$ cat config.mk
export PLATFORM = sky130hd
export DESIGN_NAME = current_limited_pi_drive_regulator_top_flat
export DESIGN_NICKNAME = d
export VERILOG_FILES = /design/src/hdl/cldr_pkg.sv /design/src/hdl/cldr_in_if.sv /design/src/hdl/cldr_out_if.sv /design/src/hdl/cldr_div.sv /design/src/hdl/current_limited_pi_drive_regulator_top.sv /design/src/flat_wrapper.sv
export SDC_FILE = /design/constraint.sdc
export NUM_CORES = 1
export LEC_CHECK = 0
export BUFFER_PORTS_ARGS = -buffer_cell sky130_fd_sc_hd__buf_2
export CAP_MARGIN = 10
export CORE_MARGIN = 2
export CORE_UTILIZATION = 25
export CTS_CLUSTER_DIAMETER = 100
export DETAILED_ROUTE_END_ITERATION = 12
export PLACE_DENSITY_LB_ADDON = 0.3
export SYNTH_ARGS = -nofsm -noshare
export SYNTH_HDL_FRONTEND = slang
export SYNTH_SLANG_ARGS = --single-unit
$ cat constraint.sdc
create_clock -name clk_i -period 10.6 [get_ports clk_i]
set_input_delay 2.12 -clock clk_i [delete_from_list [all_inputs] [get_ports clk_i]]
set_output_delay 2.12 -clock clk_i [all_outputs]
set_load 0.01 [all_outputs]
$ cat src/hdl/cldr_pkg.sv
// cldr_pkg: widths, register indexes, reset values and shared types for the
// current limited pi drive regulator; used by every file of the block
package cldr_pkg;

  localparam int unsigned ReqW   = 8;
  localparam int unsigned CurW   = 8;
  localparam int unsigned DriveW = 8;
  localparam int unsigned LimW   = 12;
  localparam int unsigned IntW   = 9;
  localparam int unsigned AccW   = 14;
  localparam int unsigned NormW  = 16;
  localparam int unsigned CfgIdxW  = 3;
  localparam int unsigned CfgDataW = 14;
  localparam int unsigned AccShift = 6;

  typedef enum logic [CfgIdxW-1:0] {
    RegLowDrive   = 3'd0,
    RegLowCurrent = 3'd1,
    RegCurLimit   = 3'd2,
    RegIntLimit   = 3'd3,
    RegAccMax     = 3'd4
  } cfg_reg_e;

  localparam logic [7:0]      LowDriveRst   = 8'd25;
  localparam logic [7:0]      LowCurrentRst = 8'd25;
  localparam logic [LimW-1:0] CurLimitRst   = 12'd256;
  localparam logic [7:0]      IntLimitRst   = 8'd255;
  localparam logic [AccW-1:0] AccMaxRst     = 14'd16383;

  typedef struct packed {
    logic busy;
    logic done;
  } div_status_t;

endpackage

$ cat src/hdl/cldr_in_if.sv
// cldr_in_if: input channel of the regulator, one item per control tick
// depends on cldr_pkg for field widths
interface cldr_in_if;
  logic                      valid;
  logic                      ready;
  logic [cldr_pkg::ReqW-1:0] wanted_acceleration;
  logic [cldr_pkg::CurW-1:0] actual_current;

  modport source (output valid, output wanted_acceleration, output actual_current,
                  input ready);
  modport sink (input valid, input wanted_acceleration, input actual_current,
                output ready);
endinterface

$ cat src/hdl/cldr_out_if.sv
// cldr_out_if: result channel of the regulator, one drive item per tick
// depends on cldr_pkg for field widths
interface cldr_out_if;
  logic                        valid;
  logic                        ready;
  logic [cldr_pkg::DriveW-1:0] drive;

  modport source (output valid, output drive, input ready);
  modport sink (input valid, input drive, output ready);
endinterface

$ cat src/hdl/cldr_div.sv
// cldr_div: restoring divider, one quotient bit per cycle
// dividend 16 bits by an 8-bit nonzero divisor; depends on cldr_pkg
module cldr_div (
  input  logic                        clk_i,
  input  logic                        rst_ni,
  input  logic                        start_i,
  input  logic [cldr_pkg::NormW-1:0]  dividend_i,
  input  logic [cldr_pkg::DriveW-1:0] divisor_i,
  output cldr_pkg::div_status_t       status_o,
  output logic [cldr_pkg::NormW-1:0]  quotient_o
);

  logic [cldr_pkg::NormW-1:0]  dvd_q;
  logic [cldr_pkg::DriveW-1:0] rem_q;
  logic [cldr_pkg::DriveW-1:0] dvs_q;
  logic [3:0]                  cnt_q;
  logic                        busy_q;
  logic                        done_q;

  logic [cldr_pkg::DriveW:0]   rem_sh;
  logic [cldr_pkg::DriveW+1:0] diff;
  logic                        qbit;

  assign rem_sh = {rem_q, dvd_q[cldr_pkg::NormW-1]};
  assign diff   = {1'b0, rem_sh} - {2'b00, dvs_q};
  assign qbit   = ~diff[cldr_pkg::DriveW+1];

  always_ff @(posedge clk_i or negedge rst_ni) begin
    if (!rst_ni) begin
      busy_q <= 1'b0;
      done_q <= 1'b0;
      cnt_q  <= '0;
      dvd_q  <= '0;
      rem_q  <= '0;
      dvs_q  <= '0;
    end else begin
      done_q <= 1'b0;
      if (start_i) begin
        busy_q <= 1'b1;
        cnt_q  <= '0;
        dvd_q  <= dividend_i;
        rem_q  <= '0;
        dvs_q  <= divisor_i;
      end else if (busy_q) begin
        dvd_q <= {dvd_q[cldr_pkg::NormW-2:0], qbit};
        rem_q <= qbit ? diff[cldr_pkg::DriveW-1:0] : rem_sh[cldr_pkg::DriveW-1:0];
        cnt_q <= cnt_q + 4'd1;
        if (cnt_q == 4'd15) begin
          busy_q <= 1'b0;
          done_q <= 1'b1;
        end
      end
    end
  end

  assign status_o.busy = busy_q;
  assign status_o.done = done_q;
  assign quotient_o    = dvd_q;

endmodule

$ cat src/hdl/current_limited_pi_drive_regulator_top.sv
// current_limited_pi_drive_regulator_top: sequencer, sums and config registers
// depends on cldr_pkg, cldr_in_if, cldr_out_if and cldr_div
//
//   port      dir   kind          contents
//   in_i      in    valid/ready   wanted_acceleration, actual_current
//   out_o     out   valid/ready   drive
//   cfg_*_i   in    write only    five registers by index
//
// zero request, bypass and zero last drive items go from idle straight to the result step
// regulated items pass start, 16 divider steps, limit check, inner sum,
// accumulator and result steps; over-limit items skip the sums
// reset clears all state and loads the register defaults
// a result waits in the output register until taken; the next item is taken
// once the result has moved there
module current_limited_pi_drive_regulator_top (
  input  logic                          clk_i,
  input  logic                          rst_ni,
  cldr_in_if.sink                       in_i,
  cldr_out_if.source                    out_o,
  input  logic                          cfg_we_i,
  input  logic [cldr_pkg::CfgIdxW-1:0]  cfg_idx_i,
  input  logic [cldr_pkg::CfgDataW-1:0] cfg_data_i
);

  typedef enum logic [2:0] {
    StIdle,
    StDiv,
    StInner,
    StAcc,
    StDone
  } state_e;

  state_e state_q;

  logic [7:0]                  low_drive_q;
  logic [7:0]                  low_current_q;
  logic [cldr_pkg::LimW-1:0]   cur_limit_q;
  logic [7:0]                  int_limit_q;
  logic [cldr_pkg::AccW-1:0]   acc_max_q;

  logic [cldr_pkg::DriveW-1:0] last_drive_q;
  logic signed [cldr_pkg::IntW-1:0] inner_q;
  logic [cldr_pkg::AccW-1:0]   acc_q;
  logic [cldr_pkg::ReqW-1:0]   req_q;
  logic signed [12:0]          delta_q;
  logic [cldr_pkg::DriveW-1:0] drive_q;
  logic                        out_valid_q;
  logic [cldr_pkg::DriveW-1:0] out_drive_q;

  logic                        in_fire;
  logic                        bypass;
  logic                        div_start;
  cldr_pkg::div_status_t       div_status;
  logic [cldr_pkg::NormW-1:0]  quotient;
  logic                        over_limit;
  logic signed [12:0]          delta_d;
  logic signed [13:0]          inner_sum;
  logic signed [13:0]          lim_pos;
  logic signed [cldr_pkg::IntW-1:0] inner_d;
  logic signed [15:0]          acc_sum;
  logic [cldr_pkg::AccW-1:0]   acc_d;
  logic                        out_free;

  always_ff @(posedge clk_i or negedge rst_ni) begin
    if (!rst_ni) begin
      low_drive_q   <= cldr_pkg::LowDriveRst;
      low_current_q <= cldr_pkg::LowCurrentRst;
      cur_limit_q   <= cldr_pkg::CurLimitRst;
      int_limit_q   <= cldr_pkg::IntLimitRst;
      acc_max_q     <= cldr_pkg::AccMaxRst;
    end else if (cfg_we_i) begin
      case (cldr_pkg::cfg_reg_e'(cfg_idx_i))
        cldr_pkg::RegLowDrive:   low_drive_q   <= cfg_data_i[7:0];
        cldr_pkg::RegLowCurrent: low_current_q <= cfg_data_i[7:0];
        cldr_pkg::RegCurLimit:   cur_limit_q   <= cfg_data_i[cldr_pkg::LimW-1:0];
        cldr_pkg::RegIntLimit:   int_limit_q   <= cfg_data_i[7:0];
        cldr_pkg::RegAccMax:     acc_max_q     <= cfg_data_i;
        default: ;
      endcase
    end
  end

  assign in_i.ready = (state_q == StIdle);
  assign in_fire    = in_i.valid && in_i.ready;
  assign bypass     = (last_drive_q < low_drive_q) || (in_i.actual_current < low_current_q);
  assign div_start  = in_fire && (in_i.wanted_acceleration != '0) && !bypass &&
                      (last_drive_q != '0);

  cldr_div u_div (
    .clk_i      (clk_i),
    .rst_ni     (rst_ni),
    .start_i    (div_start),
    .dividend_i ({in_i.actual_current, 8'h00}),
    .divisor_i  (last_drive_q),
    .status_o   (div_status),
    .quotient_o (quotient)
  );

  assign over_limit = quotient > {4'b0000, cur_limit_q};
  assign delta_d    = $signed({5'b00000, req_q}) - $signed({1'b0, quotient[cldr_pkg::LimW-1:0]});

  assign inner_sum = {{5{inner_q[cldr_pkg::IntW-1]}}, inner_q} + {delta_q[12], delta_q};
  assign lim_pos   = $signed({6'b000000, int_limit_q});

  always_comb begin
    if (inner_sum > lim_pos) begin
      inner_d = $signed({1'b0, int_limit_q});
    end else if (inner_sum < -lim_pos) begin
      inner_d = -$signed({1'b0, int_limit_q});
    end else begin
      inner_d = inner_sum[cldr_pkg::IntW-1:0];
    end
  end

  assign acc_sum = $signed({2'b00, acc_q}) + {{7{inner_q[cldr_pkg::IntW-1]}}, inner_q} +
                   {{3{delta_q[12]}}, delta_q};

  always_comb begin
    if (acc_sum < 16'sd0) begin
      acc_d = '0;
    end else if (acc_sum > $signed({2'b00, acc_max_q})) begin
      acc_d = acc_max_q;
    end else begin
      acc_d = acc_sum[cldr_pkg::AccW-1:0];
    end
  end

  assign out_free = !out_valid_q || out_o.ready;

  always_ff @(posedge clk_i or negedge rst_ni) begin
    if (!rst_ni) begin
      state_q      <= StIdle;
      last_drive_q <= '0;
      inner_q      <= '0;
      acc_q        <= '0;
      req_q        <= '0;
      delta_q      <= '0;
      drive_q      <= '0;
      out_valid_q  <= 1'b0;
      out_drive_q  <= '0;
    end else begin
      if (out_valid_q && out_o.ready && (state_q != StDone)) begin
        out_valid_q <= 1'b0;
      end
      case (state_q)
        StIdle: begin
          if (in_fire) begin
            req_q <= in_i.wanted_acceleration;
            if (in_i.wanted_acceleration == '0) begin
              inner_q <= '0;
              acc_q   <= '0;
              drive_q <= '0;
              state_q <= StDone;
            end else if (bypass) begin
              inner_q <= '0;
              acc_q   <= {in_i.wanted_acceleration, 6'b000000};
              drive_q <= in_i.wanted_acceleration;
              state_q <= StDone;
            end else if (last_drive_q == '0) begin
              drive_q <= acc_q[cldr_pkg::AccW-1:cldr_pkg::AccShift];
              state_q <= StDone;
            end else begin
              state_q <= StDiv;
            end
          end
        end
        StDiv: begin
          if (div_status.done) begin
            if (over_limit) begin
              drive_q <= acc_q[cldr_pkg::AccW-1:cldr_pkg::AccShift];
              state_q <= StDone;
            end else begin
              delta_q <= delta_d;
              state_q <= StInner;
            end
          end
        end
        StInner: begin
          inner_q <= inner_d;
          state_q <= StAcc;
        end
        StAcc: begin
          acc_q   <= acc_d;
          drive_q <= acc_d[cldr_pkg::AccW-1:cldr_pkg::AccShift];
          state_q <= StDone;
        end
        StDone: begin
          if (out_free) begin
            out_valid_q  <= 1'b1;
            out_drive_q  <= drive_q;
            last_drive_q <= drive_q;
            state_q      <= StIdle;
          end
        end
        default: state_q <= StIdle;
      endcase
    end
  end

  assign out_o.valid = out_valid_q;
  assign out_o.drive = out_drive_q;

`ifndef SYNTH
  a_div_start_idle: assert property (@(posedge clk_i) disable iff (!rst_ni)
    div_start |-> (state_q == StIdle) && !div_status.busy)
    else $error("divider started while busy");

  a_div_only_in_div: assert property (@(posedge clk_i) disable iff (!rst_ni)
    div_status.busy |-> (state_q == StDiv))
    else $error("divider busy outside divide step");

  a_out_tracks_last: assert property (@(posedge clk_i) disable iff (!rst_ni)
    out_valid_q |-> (out_drive_q == last_drive_q))
    else $error("pending drive differs from kept drive");

  a_busy_after_accept: assert property (@(posedge clk_i) disable iff (!rst_ni)
    in_fire |=> !in_i.ready)
    else $error("item taken while previous item still at work");
`endif

endmodule

$ cat src/flat_wrapper.sv
// flat-port wrapper written by rule: the top's interface ports become plain ports
module current_limited_pi_drive_regulator_top_flat 
  (clk_i, rst_ni, cfg_we_i, cfg_idx_i, cfg_data_i, in_i_valid, in_i_wanted_acceleration, in_i_actual_current, in_i_ready, out_o_valid, out_o_drive, out_o_ready);
  cldr_in_if in_i_i ();
  cldr_out_if out_o_i ();
  input  logic clk_i;
  input  logic rst_ni;
  input  logic cfg_we_i;
  input  logic [cldr_pkg::CfgIdxW-1:0] cfg_idx_i;
  input  logic [cldr_pkg::CfgDataW-1:0] cfg_data_i;
  input wire logic [$bits(in_i_i.valid)-1:0] in_i_valid;
  input wire logic [$bits(in_i_i.wanted_acceleration)-1:0] in_i_wanted_acceleration;
  input wire logic [$bits(in_i_i.actual_current)-1:0] in_i_actual_current;
  output wire logic [$bits(in_i_i.ready)-1:0] in_i_ready;
  output wire logic [$bits(out_o_i.valid)-1:0] out_o_valid;
  output wire logic [$bits(out_o_i.drive)-1:0] out_o_drive;
  input wire logic [$bits(out_o_i.ready)-1:0] out_o_ready;
  assign in_i_i.valid = in_i_valid;
  assign in_i_i.wanted_acceleration = in_i_wanted_acceleration;
  assign in_i_i.actual_current = in_i_actual_current;
  assign in_i_ready = in_i_i.ready;
  assign out_o_valid = out_o_i.valid;
  assign out_o_drive = out_o_i.drive;
  assign out_o_i.ready = out_o_ready;
  current_limited_pi_drive_regulator_top u_core (.clk_i(clk_i), .rst_ni(rst_ni), .in_i(in_i_i), .out_o(out_o_i), .cfg_we_i(cfg_we_i), .cfg_idx_i(cfg_idx_i), .cfg_data_i(cfg_data_i));
endmodule
-- After elaboration in Yosys (flattened, before gate mapping)
Cells that the tools add are included.
Widths: inputs -> output; s select.
- register bits after elaboration: 152
- input port bits: 38
- $add $sub $neg: 8
- magnitude comparators: 7
- equal/unequal tests: 16
- mux-type cells: 43
- bitwise gates (word level): 2
- reductions and logical operators: 32
- operators with widths (cell ; count):
    $mux 8 ; 9
    $mux 14 ; 5
    $mux 9 ; 5
    $mux 16 ; 2
    $pmux 14 s2 ; 1
    $pmux 8 s3 ; 1
    $mux 3 ; 7
    $pmux 9 s2 ; 1
    $add 15x9->16 ; 1
    $add 16x16->16 ; 1
    $gt 16x12->1 ; 1
    $gt 16x15->1 ; 1
    $logic_not 8->1 ; 2
    $lt 16x1->1 const B ; 1
    $lt 8x8->1 ; 2
    $reduce_bool 8->1 ; 2
    $pmux 3 s5 ; 1
    $add 9x13->14 ; 1
    $gt 14x9->1 ; 1
    $lt 14x14->1 ; 1
    $neg 8->14 ; 1
    $reduce_and 2->1 ; 7
    $sub 8x12->13 ; 1
    $eq 3x2->1 const B ; 4
    other kinds (21) ; 49

-- Longest topological paths before layout
Gate-level depths: netlist of run 1.
- depth in word-level cells: 6
- gate-level depth with buffers: 19

-- Modules after synthesis
Synthesis of run 1 repeated with hierarchy kept, for this count alone.
- cell total of the unflattened synthesis: 1142
- area, all modules: 10879.2 um^2
- modules (own cells, without submodules) (module ; instances ; cells each ; area each (um^2) ; seq. area each (um^2)):
    current_limited_pi_drive_regulator_top ; 1 ; 927 ; 8777.2 ; 2889.0
    cldr_div ; 1 ; 215 ; 2102.0 ; 950.9

-- Least setup slack after synthesis of run 1
OpenSTA, ideal clock, no wires.
- path type: register to register
- start: reg u_core.delta_q[1]
- end: reg u_core.acc_q[10] (netlist name)
- setup time: 142 ps
- data arrival time: 4259 ps
- required time: 10458 ps
- setup slack: 6198 ps
- cell stages (with the launch flop): 19
- period minus slack after synthesis: 4402 ps
- path through: dfrtp_1 -> inv_1 -> fa_1 -> inv_1 -> ha_1 -> fa_1 -> a211oi_1 -> o21bai_1 -> a221o_1 -> o41a_1 -> xor2_1 -> ha_1 -> nor3_1 -> o21ai_0 -> o31ai_1 -> buf_2 -> a21oi_1 -> o21ai_0 -> a32oi_1
- longest elaborated chain between the ends: 5
- elaborated cells on any way between the ends: 6
- RTL lines (item ; RTL line ; text):
    from (decl) ; current_limited_pi_drive_regulator_top.sv:45 ; logic signed [12:0] delta_q;
    from (signal assigned) ; current_limited_pi_drive_regulator_top.sv:173 ; delta_q <= delta_d;
    $add 16x16->16 * ; current_limited_pi_drive_regulator_top.sv:115 ; assign acc_sum = $signed({2'b00, acc_q}) + {{7{inner_q[cldr_pkg::IntW-1]}}, inner_q} +
    $gt 16x15->1 ; current_limited_pi_drive_regulator_top.sv:121 ; end else if (acc_sum > $signed({2'b00, acc_max_q})) begin
    $mux 14 ; current_limited_pi_drive_regulator_top.sv:121 ;
    $mux 14 * ; current_limited_pi_drive_regulator_top.sv:119 ; if (acc_sum < 16'sd0) begin
    $pmux 14 s2 * ; current_limited_pi_drive_regulator_top.sv:145 ; case (state_q)
    to (signal assigned) ; current_limited_pi_drive_regulator_top.sv:156 ; acc_q <= {in_i.wanted_acceleration, 6'b000000};
    to (decl) ; current_limited_pi_drive_regulator_top.sv:43 ; logic [cldr_pkg::AccW-1:0] acc_q;
Every way passes the cells marked *; elsewhere a longest branch is shown, timed or not.
A chain may end at the register's enable or synchronous reset.

-- Worst setup path after layout of run 1
- start: reg u_core.delta_q[1]
- end: reg u_core.acc_q[8] (netlist name)
The elaborated chain is that of the path after synthesis.

==> flow_summary.json, run 1 <==
{
  "ys_ff_latch": 152,
  "post-route-util_pct": 28.6,
  "worstPathCellList": "inv_1 -> fa_1 -> inv_1 -> ha_1 -> fa_1 -> a211oi_1 -> o21bai_1 -> a221o_1 -> o41a_1 -> xor2_1 -> ha_1 -> nor3_1 -> o21ai_0 -> o31ai_1 -> buf_4 -> a21oi_1 -> o21ai_0 -> a32oi_1",
  "fin_setup_tns_ns": 0,
  "final_net_count": 1313,
  "dr.pass1.iters": 5,
  "die_area_mm2": 0.0436,
  "via_count": 8247,
  "top_level_ports": 48,
  "htree_num_levels": 4,
  "grtUsageTotal_pct": 14.0,
  "placeableCoreArea_mm2": 0.0417,
  "grtUsageMet1_pct": 19.7,
  "detail_route.wl_per_cell_um": 17.4,
  "timing.critical_path.to_type": "flip-flop",
  "power_per_cell_area_mw_per_mm2": 133,
  "placed_cell_area_mm2": 0.0113,
  "cell_area_after_technology_mapping_mm2": 0.0105,
  "hold_viol": 0,
  "min_path_type": "flip-flop to flip-flop",
  "timing.max_slew.rel_slack_pct": 25.1,
  "status": "completed",
  "placed_cells": 1669,
  "clkTransAtPathRegs_ns": 0.07,
  "detail_route.vias_per_cell": 4.84,
  "yosys-top-cells-count": "123 x sky130_fd_sc_hd__dfrtp_1, 114 x sky130_fd_sc_hd__nand2_1, 107 x sky130_fd_sc_hd__ha_1",
  "slew_violations": 0,
  "cts_setup_buffers": 0,
  "tightestPinTransition_ns": 1.12,
  "stdcell_area_mm2": 0.0119,
  "antenna_violations_before_repair": 7,
  "critical-path-max-stage-delay_ns": 0.64,
  "ys_top_cells_by_area": "sky130_fd_sc_hd__dfrtp_1 29%, sky130_fd_sc_hd__ha_1 13%, sky130_fd_sc_hd__dfstp_2 7.3%, sky130_fd_sc_hd__o21ai_0 4.8%, sky130_fd_sc_hd__mux2_2 4.1%",
  "grt_start_max_net_pins": 83,
  "static-leakage-power_uw": 0.00541,
  "cp_num_buf_inv": 3,
  "max_cap_violations": 0,
  "global_route_overflow": 0,
  "synth.yosys.warnings": 0,
  "criticalPathCategory": "flip-flop to flip-flop",
  "wl_mm": 29.7,
  "grtUsageMet3_pct": 3.04,
  "reg2reg_from": "u_core.delta_q[1]",
  "cts_hold_buf": 0,
  "timing.critical_path.from": "u_core.delta_q[1]",
  "critical_path_depth": 18,
  "cts_sinks": 152,
  "yosys_most_used_dff": "sky130_fd_sc_hd__dfrtp_1",
  "worst-endpoint-required_ns": 10.88,
  "hold_ws_ns": 0.482,
  "layout_min_cycle_time_ns": 5.11,
  "area_growth_pct": 13.6,
  "clock_tree_from_tritoncts": "done",
  "cts_max_path_buffers": 2,
  "global_route.peak_usage_layer": "met2",
  "crit_end": "u_core.acc_q[8]",
  "arrival_ns": 5.39,
  "worst_path_dominant_cell_family": "compound AO/OA/AOI/OAI gates",
  "stdcell_count": 1705,
  "detail_route.drc_violations": 0,
  "finalSetupViolCount": 0,
  "synth.top_cell.area_share_pct": 29.3,
  "synth_async_sr_flop_share_pct": 100,
  "r2r-end": "u_core.acc_q[8]",
  "synth_area_leader_cell": "sky130_fd_sc_hd__dfrtp_1",
  "std_cell_rows": 75,
  "fin_crit_sh_pct": 48.2,
  "crit_path_top_delay_cell": "sky130_fd_sc_hd__o31ai_1",
  "cts.root.buffer_cell": "sky130_fd_sc_hd__clkbuf_16",
  "die_height_um": 209,
  "clk-insertion-delay-late_ns": 0.43,
  "syn_area_per_cell_um2": 9.46,
  "fmaxAchievable_mhz": 196,
  "grt_first_pass_wirelength_mm": 47.5,
  "vdd_ir_drop_max_uv": 96.4,
  "place.gp.congestion": 0.862,
  "synth_cells": 1109,
  "fp.dieW_um": 209,
  "detail_route.iter0.violations": 570,
  "use_met2_pct": 21.3,
  "cts_inserted_buffers": 17,
  "post_cts.resized_instances": 0,
  "synth_sequential_area_ratio_pct": 36.6,
  "synthDistinctLibCells": 70,
  "worstRegToRegCells": 18,
  "grt_pass1_vias": 8170,
  "ant_nets": 0,
  "initial_cell_density_of_the_core_pct": 25.2,
  "timing.critical_path.fanout_max": 12,
  "rsz0062_at_grt": "no",
  "worst_hold_startpoint": "u_core.req_q[3]",
  "nFillCells": 4410,
  "most_common_cell_in_the_netlist": "sky130_fd_sc_hd__dfrtp_1",
  "count_of_flip_flops_with_a_built_in_enable_after_synthesis": 0,
  "syn-num-nets": 1273,
  "portBuffers": 47,
  "detailedPlacementHpwl_mm": 22.4,
  "clock_skews_ns": 0.0133,
  "timing.critical_path.from_type": "flip-flop",
  "post_route_cells_drive_above_1_share_pct": 15.4,
  "r2r_slack_ns": 5.49
}
-- kinds of logic after synthesis --
| kind of cell | Yosys count | synth area share (%) |
|---|---|---|
| adder cells (fa/ha/maj) | 126 | 16.4 |
| buffers and inverters | 137 | 5.11 |
| AO/OA/AOI/OAI | 286 | 17.5 |
| AND/OR/NAND/NOR | 291 | 13.2 |
| multiplexers | 77 | 7.84 |
| XOR/XNOR | 40 | 3.41 |
| flip-flops | 152 | 36.6 |
-- per-stage QoR --
| stage | setup slack (ns) | total power [µW] |
|---|---|---|
| global route | 5.14 | 1670 |
| global placement | 5.57 | 971 |
| CTS | 5.53 | 1600 |
| finish | 5.49 | 1590 |
| detailed placement | 5.56 | 975 |
| floorplan | 6.20 | 880 |
-- placed cells by master (no fill, tap or decap), types with 8 or more instances in the layout --
master | netlist | final
sky130_fd_sc_hd__a211oi_1 | 15 | 15
sky130_fd_sc_hd__a21o_1 | 19 | 19
sky130_fd_sc_hd__a21oi_1 | 46 | 46
sky130_fd_sc_hd__a22oi_1 | 9 | 9
sky130_fd_sc_hd__a31oi_1 | 13 | 13
sky130_fd_sc_hd__a32oi_1 | 10 | 10
sky130_fd_sc_hd__and3_1 | 17 | 16
sky130_fd_sc_hd__buf_2 | 6 | 46
sky130_fd_sc_hd__buf_4 | 0 | 8
sky130_fd_sc_hd__clkbuf_16 | 0 | 17
sky130_fd_sc_hd__dfrtp_1 | 123 | 123
sky130_fd_sc_hd__dfstp_2 | 29 | 29
sky130_fd_sc_hd__fa_1 | 19 | 19
sky130_fd_sc_hd__ha_1 | 107 | 107
sky130_fd_sc_hd__inv_1 | 103 | 103
sky130_fd_sc_hd__mux2_2 | 38 | 38
sky130_fd_sc_hd__mux2i_1 | 38 | 38
sky130_fd_sc_hd__nand2_1 | 114 | 114
sky130_fd_sc_hd__nand3_1 | 15 | 15
sky130_fd_sc_hd__nand4_1 | 8 | 8
sky130_fd_sc_hd__nor2_1 | 59 | 59
sky130_fd_sc_hd__nor2b_1 | 12 | 12
sky130_fd_sc_hd__nor3_1 | 13 | 12
sky130_fd_sc_hd__nor4_1 | 19 | 19
sky130_fd_sc_hd__o21a_1 | 12 | 12
sky130_fd_sc_hd__o21ai_0 | 101 | 101
sky130_fd_sc_hd__o21ai_1 | 9 | 9
sky130_fd_sc_hd__xnor2_1 | 26 | 26
sky130_fd_sc_hd__xor2_1 | 13 | 13
-- layout make-up --
cell class | count | area, µm² | area share, %
Multi-Input combinational cell | 820 | 6130 | 51.4
Sequential cell | 152 | 3840 | 32.2
Tap cell | 539 | 674 | 5.66
Clock buffer | 19 | 443 | 3.71
Inverter | 103 | 387 | 3.24
Timing Repair Buffer | 55 | 302 | 2.53
Clock inverter | 13 | 144 | 1.21
Antenna cell | 4 | 10.0 | 0.0839
-- worst min-delay path, cell delays in order, from the launching register on --
cell and delay (ns):
sky130_fd_sc_hd__dfrtp_1 0.34, sky130_fd_sc_hd__nand2_1 0.05, sky130_fd_sc_hd__nand2_1 0.06
-- flip-flops by register name, summed over array words and instances, names as in the netlist, 9 cells and up --
signal / count
u_core.u_div.quotient_o: 16
u_core.delta_q: 13
u_core.acc_max_q: 14
u_core.acc_q: 14
u_core.cur_limit_q: 12
u_core.inner_q: 9
-- how the worst min path moves through the flow --
stage,to,slack [ns],depth (start not counted)
final,u_core.req_q[3],0.48,2
after global routing,u_core.req_q[4],0.51,2
after CTS,u_core.req_q[3],0.49,2
after detailed placement,u_core.req_q[3],0.47,2
after global placement,u_core.req_q[3],0.47,2
after floorplan,u_core.req_q[2],0.45,2
-- report_power, final --
| group | switching [µW] | internal, µW |
|---|---|---|
| logic | 174 | 132 |
| registers | 23.4 | 637 |
| clock network | 267 | 356 |
| total | 465 | 1130 |
-- metal layers --
| layer | share of wire [%] | vias up |
|---|---|---|
| met2 | 43 | 177 |
| met4 | 2.1 | 4 |
| met3 | 5.3 | 36 |
| li1 | - | 4015 |
| met1 | 49 | 4015 |
| met5 | 0.071 | - |
(Power assumes the default switching activity.)
==> run 2, diff against run 1 <==
Settings changed: ABC_AREA set to 1.
Clock period 10.6 ns to 4.31 ns, I/O delays scaled along.
==> flow_summary.json, run 2 <==
{
  "cts_inserted_buffers": 17,
  "hold_ws_ns": 0.470,
  "wl_met2_mm": 14.4,
  "std_cell_rows": 76,
  "max_cap_violations": 0,
  "detail_route.drc_violations": 0,
  "timing.max_slew.rel_slack_pct": 29.0,
  "fmaxAchievable_mhz": 255,
  "stdcell_area_mm2": 0.0124,
  "timing.critical_path.from_type": "flip-flop",
  "clock_skews_ns": 0.0113,
  "clock_tree_from_tritoncts": "done",
  "area_growth_pct": 14.4,
  "fin_setup_tns_ns": 0,
  "wl_mm": 31.3,
  "ys_top_cells_by_area": "sky130_fd_sc_hd__dfrtp_1 28%, sky130_fd_sc_hd__ha_1 12%, sky130_fd_sc_hd__nand2_1 12%, sky130_fd_sc_hd__inv_1 7.6%, sky130_fd_sc_hd__dfstp_2 7.0%",
  "top_layer_used": "met4",
  "portBuffers": 47,
  "cts_sinks": 152,
  "static-leakage-power_uw": 0.00646,
  "syn-num-nets": 1587,
  "synth_mux_area_share_pct": 0,
  "detail_route.iter0.violations": 602,
  "count_of_flip_flops_with_a_built_in_enable_after_synthesis": 0,
  "most_common_cell_in_the_netlist": "sky130_fd_sc_hd__nand2_1",
  "power.clock.fraction_pct": 14.0,
  "worst_path_most_repeated_cell": "sky130_fd_sc_hd__nand2_1",
  "grt_first_pass_wirelength_mm": 50.4,
  "tightestPinTransition_ns": 1.06,
  "synth.yosys.warnings": 0,
  "global_route_overflow": 0,
  "cts_max_path_buffers": 2,
  "criticalPathCategory": "flip-flop to flip-flop",
  "clkTransAtPathRegs_ns": 0.07,
  "fp.dieW_um": 212,
  "min_path_type": "input pin to asynchronous set/reset pin",
  "initial_cell_density_of_the_core_pct": 25.2,
  "worst_path_dominant_cell_family": "adder cells",
  "power.switching_fraction_pct": 50.6,
  "via_count": 9320,
  "post-route-util_pct": 28.9,
  "placeableCoreArea_mm2": 0.0430,
  "detail_route.wl_per_cell_um": 15.1,
  "area_share_of_xor_xnor_cells_in_the_synthesized_design_pct": 3.37,
  "nFillCells": 4723,
  "die_height_um": 212,
  "crit_path_top_delay_cell": "sky130_fd_sc_hd__fa_1",
  "rsz0062_at_grt": "no",
  "fin_crit_sh_pct": 91.0,
  "final_common_cell": "sky130_fd_sc_hd__nand2_1",
  "die_area_mm2": 0.0451,
  "routedLengthMet1_mm": 15.4,
  "ant_nets": 0,
  "seq_power_share_pct": 24.3,
  "arrival_ns": 4.27,
  "power_per_cell_area_mw_per_mm2": 837,
  "timing.critical_path.to_type": "flip-flop",
  "wl_met3_um": 955,
  "grt_start_max_net_pins": 84,
  "mostFrequentLayoutCells": "339 x sky130_fd_sc_hd__nand2_1, 219 x sky130_fd_sc_hd__inv_1, 146 x sky130_fd_sc_hd__o21ai_0, 121 x sky130_fd_sc_hd__dfrtp_1, 107 x sky130_fd_sc_hd__ha_1",
  "largest_register_ff_count": 16,
  "post_route_cells_drive_above_1_share_pct": 11.3,
  "dr.pass1.iters": 5,
  "yosys.area_share.adder_pct": 15.8,
  "synth_sequential_area_ratio_pct": 35.4,
  "detailedPlacementHpwl_mm": 24.7,
  "timing.critical_path.fanout_max": 8,
  "place_ws_ns": 0.246,
  "compound_gate_fraction_of_synth_area_pct": 14.2,
  "place.gp.congestion": 0.874,
  "grtUsageTotal_pct": 14.4,
  "cp_num_buf_inv": 4,
  "cell_area_after_technology_mapping_mm2": 0.0109,
  "combPwrFrac_pct": 61.7,
  "final_net_count": 1643,
  "synth_cells": 1423,
  "ys_ff_latch": 152,
  "yosys-top-cells-count": "339 x sky130_fd_sc_hd__nand2_1, 220 x sky130_fd_sc_hd__inv_1, 147 x sky130_fd_sc_hd__o21ai_0",
  "fraction_of_the_mapped_netlist_area_in_simple_logic_gates_pct": 22.2,
  "clk-insertion-delay-late_ns": 0.43,
  "slew_violations": 0,
  "layout_setup_ws_ns": 0.389,
  "antenna_violations_before_repair": 1,
  "main_combinational_cell_family_by_area_after_synthesis": "simple AND/OR/NAND/NOR gates",
  "worst-endpoint-required_ns": 4.66,
  "critical-path-max-stage-delay_ns": 0.53,
  "power_report.internal_total_uw": 5140,
  "finalSetupViolCount": 0,
  "hold_viol": 0,
  "htree_num_levels": 4,
  "placed_cell_area_mm2": 0.0118,
  "cts.root.buffer_cell": "sky130_fd_sc_hd__clkbuf_16",
  "synthDistinctLibCells": 44,
  "detail_route.vias_per_cell": 4.49,
  "synth.top_cell.area_share_pct": 28.4,
  "antenna_cells": 0,
  "yosys_most_used_dff": "sky130_fd_sc_hd__dfrtp_1",
  "vdd_ir_drop_max_uv": 449,
  "synth_area_leader_cell": "sky130_fd_sc_hd__dfrtp_1",
  "grt_pass1_vias": 8899,
  "status": "completed",
  "syn_area_per_cell_um2": 7.63,
  "layout_min_cycle_time_ns": 3.92,
  "switching_power_uw": 5260,
  "synth_async_sr_flop_share_pct": 100,
  "top_level_ports": 48
}
==> run 2: cell count changes after synthesis, sizes merged, moves of 18 or more <==
cell,delta
nand2,+239
inv,+121
nand3,+74
o21ai,+43
a21oi,+41
mux2,-39
mux2i,-38
nor2,+33
xnor2,-22
xor2,+22
nor4,-20
and3,-18
==> run 2: path summary, 6_finish.rpt <==
kind | start | to | slack [ns] | cells after the start
worst max-delay path | u_core.delta_q[1] | u_core.drive_q[0] | 0.39 | 25
worst min-delay path | rst_ni | u_core.u_div.rem_q[5] | 0.47 | 1
worst max register to register | u_core.delta_q[1] | u_core.drive_q[0] | 0.39 | 25
worst min register to register | u_core.u_div.dvs_q[6] | u_core.u_div.dvs_q[6] | 0.49 | 2
max in group asynchronous | rst_ni | u_core.low_current_q[0] | 2.88 | 2
min in group clk_i | u_core.u_div.dvs_q[6] | u_core.u_div.dvs_q[6] | 0.49 | 2
==> run 2: power groups by stage <==
stage / clock network, µW / registers, µW / logic [µW]
after global routing: 1540 / 2590 / 7420
after CTS: 1490 / 2540 / 6270
after detailed placement: 0 / 2550 / 6220
after global placement: 0 / 2540 / 6180
final: 1460 / 2520 / 6410
after floorplan: 0 / 2330 / 4860
==> run 2: cell families (layout without fill, tap and decap cells) <==
kind of cell               after synthesis  in the layout
xor gates and xnor gates                40             40
and+or+nand+nor                        565            565
adders and majority gates              126            126
AOI/OAI and AO/OA                      287            287
DFF                                    152            152
buffers and inverters                  253            322
==> run 2: metrics by stage <==
stage / instances / total power (µW)
floorplan: 1423 / 7190
CTS: 2072 / 10300
global placement: 2039 / 8730
global route: 2077 / 11600
finish: 2077 / 10400
detailed placement: 2040 / 8770
==> run 2: timing repair <==
action / in CTS / in global routing
gates resized for setup: 0 / 8
setup buffers: 0 / 5
setup endpoints to repair: 0 / 23
hold buffers: 0 / 0
==> run 2: area by class of cell <==
class                           count  area (µm²)  area share (%)
Clock buffer                       22         484            3.90
Clock inverter                     10        86.3           0.695
Inverter                          228         861            6.93
Multi-Input combinational cell   1018        6060            48.8
Sequential cell                   152        3840            30.9
Tap cell                          585         732            5.89
Timing Repair Buffer               62         352            2.83
==> run 2: per-layer routing <==
metal  global-route usage (%)  up-vias
met5                        0        -
met4                     3.91        0
met3                     1.57       30
met2                     23.4      169
met1                     20.4     4398
li1                         -     4723
==> run 3, diff against run 2 <==
Settings changed: ABC_AREA 1 to not set.
==> flow_summary.json, run 3 (synthesis results as in run 1) <==
{
  "max_cap_violations": 0,
  "detail_route.iter0.violations": 719,
  "fmaxAchievable_mhz": 229,
  "grt_pass1_vias": 8145,
  "power.clock.fraction_pct": 39.1,
  "detailedPlacementHpwl_mm": 23.1,
  "cp_num_buf_inv": 3,
  "timing.critical_path.from_type": "flip-flop",
  "cts_max_path_buffers": 2,
  "worstPathCellList": "inv_2 -> fa_1 -> inv_1 -> ha_2 -> fa_2 -> a211oi_2 -> o21bai_1 -> a221o_1 -> o41a_1 -> xor2_2 -> ha_1 -> nand2_1 -> nor4_1 -> a21oi_1 -> o31ai_2 -> bufbuf_16 -> a21oi_1 -> o21ai_1 -> a32oi_1",
  "post_route_cells_drive_above_1_share_pct": 17.8,
  "failing_checks": "setup timing",
  "stdcell_area_mm2": 0.0122,
  "global_route_overflow": 0,
  "portBuffers": 47,
  "vdd_ir_drop_max_uv": 254,
  "final_common_cell": "sky130_fd_sc_hd__dfrtp_1",
  "clk-insertion-delay-late_ns": 0.45,
  "final_net_count": 1333,
  "cts.root.buffer_cell": "sky130_fd_sc_hd__clkbuf_16",
  "cts_hold_buf": 0,
  "mostFrequentLayoutCells": "123 x sky130_fd_sc_hd__dfrtp_1, 114 x sky130_fd_sc_hd__nand2_1, 106 x sky130_fd_sc_hd__ha_1, 102 x sky130_fd_sc_hd__inv_1, 94 x sky130_fd_sc_hd__o21ai_0",
  "seq_power_share_pct": 40.5,
  "switching_power_uw": 1190,
  "fin_crit_sh_pct": 101,
  "slew_violations": 0,
  "finalSetupViolCount": 17,
  "die_height_um": 209,
  "grt_first_pass_wirelength_mm": 47.9,
  "critical-path-max-stage-delay_ns": 0.52,
  "power_per_cell_area_mw_per_mm2": 330,
  "timing.critical_path.to_type": "flip-flop",
  "dr.pass1.iters": 5,
  "power.switching_fraction_pct": 29.7,
  "post-route-util_pct": 29.2,
  "ant_nets": 0,
  "place.gp.congestion": 0.865,
  "worst-endpoint-required_ns": 4.60,
  "timing.critical_path.fanout_max": 8,
  "layout_setup_ws_ns": -0.0629,
  "placeableCoreArea_mm2": 0.0417,
  "status": "finished, violations left",
  "layout_min_cycle_time_ns": 4.37,
  "combPwrFrac_pct": 20.4,
  "cts_sinks": 152,
  "fin_setup_tns_ns": -0.508,
  "initial_cell_density_of_the_core_pct": 25.2,
  "power_report.internal_total_uw": 2830,
  "top_level_ports": 48,
  "nFillCells": 4419,
  "placed_cell_area_mm2": 0.0115,
  "htree_num_levels": 4,
  "grtUsageTotal_pct": 14.2,
  "ff_latch_area_mm2": 0.00384,
  "arrival_ns": 4.66,
  "detail_route.wl_per_cell_um": 17.6,
  "die_area_mm2": 0.0436,
  "clock_tree_from_tritoncts": "done",
  "tightestPinTransition_ns": 0.945,
  "criticalPathCategory": "flip-flop to flip-flop",
  "min_path_type": "flip-flop to flip-flop",
  "std_cell_rows": 75,
  "hold_viol": 0,
  "detail_route.drc_violations": 0,
  "wl_mm": 30.3,
  "detail_route.vias_per_cell": 4.82,
  "antenna_violations_before_repair": 6,
  "worst_path_most_repeated_cell": "sky130_fd_sc_hd__a21oi_1",
  "largest_register_ff_count": 16,
  "clkTransAtPathRegs_ns": 0.07,
  "fp.dieW_um": 209,
  "static-leakage-power_uw": 0.00555,
  "clock_skews_ns": 0.0146,
  "worst_path_dominant_cell_family": "compound AO/OA/AOI/OAI gates",
  "timing.max_slew.rel_slack_pct": 37.0,
  "via_count": 8313,
  "cts_inserted_buffers": 17,
  "rsz0062_at_grt": "yes",
  "multiInputGateArea_mm2": 0.00618,
  "crit_path_top_delay_cell": "sky130_fd_sc_hd__fa_1",
  "grt_start_max_net_pins": 95,
  "area_growth_pct": 16.1
}
run 3: cell type report:
| type | instances | area share, % |
|---|---|---|
| Antenna cell | 4 | 0.0822 |
| Clock buffer | 20 | 3.75 |
| Clock inverter | 12 | 1.16 |
| Inverter | 103 | 3.17 |
| Multi-Input combinational cell | 820 | 50.8 |
| Sequential cell | 152 | 31.5 |
| Tap cell | 539 | 5.54 |
| Timing Repair Buffer | 75 | 4.02 |
run 3: timing repair:
action,in CTS,in global routing
endpoints found under the hold margin,0,0
setup endpoints to repair,22,28
pin swaps,5,5
resized for setup,10,8
setup buffers,2,2
cloned,1,0
run 3: final timing paths:
| check | from | end | slack, ns | depth (start not counted) |
|---|---|---|---|---|
| min in group asynchronous | rst_ni | u_core.cur_limit_q[9] | 0.49 | 1 |
| max in group asynchronous | rst_ni | u_core.acc_max_q[5] | 2.86 | 2 |
| max reg2reg | u_core.delta_q[1] | u_core.acc_q[9] | -0.06 | 19 |
| min reg2reg | u_core.req_q[3] | u_core.req_q[3] | 0.48 | 2 |
| max | u_core.delta_q[1] | u_core.acc_q[9] | -0.06 | 19 |
| min | u_core.req_q[3] | u_core.req_q[3] | 0.48 | 2 |
run 3: tightest hold or removal path: stages (launching register included):
cell and delay [ns]:
sky130_fd_sc_hd__dfrtp_1 0.35, sky130_fd_sc_hd__nand2_1 0.05, sky130_fd_sc_hd__nand2_1 0.05
run 3: power by group through the flow:
stage               sequential (µW)  clock [µW]  combinational [µW]
global route                   1640        1650                 923
finish                         1630        1570                 819
CTS                            1630        1590                 815
detailed placement             1660           0                 777
global placement               1650           0                 764
floorplan                      1630           0                 539
run 3: layer usage:
| layer | wire length (µm) | vias to the layer above | global-route usage [%] |
|---|---|---|---|
| met2 | 13400 | 155 | 21.7 |
| met4 | 737 | 4 | 5.02 |
| li1 | - | 4060 | - |
| met3 | 1380 | 37 | 2.68 |
| met5 | 24 | - | 0 |
| met1 | 14800 | 4057 | 20.0 |
run 3: metrics by stage:
| step | cells | hold WS (ns) | power, µW | setup WS (ns) |
|---|---|---|---|---|
| 3_3_place_gp | 1684 | 0.471 | 2420 | -0.0482 |
| 2_1_floorplan | 1109 | 0.450 | 2160 | 0.0183 |
| 5_1_grt | 1722 | 0.523 | 4210 | -0.238 |
| 3_5_place_dp | 1684 | 0.472 | 2430 | -0.0821 |
| 6_report | 1725 | 0.484 | 4020 | -0.0629 |
| 4_1_cts | 1719 | 0.488 | 4040 | -0.0283 |
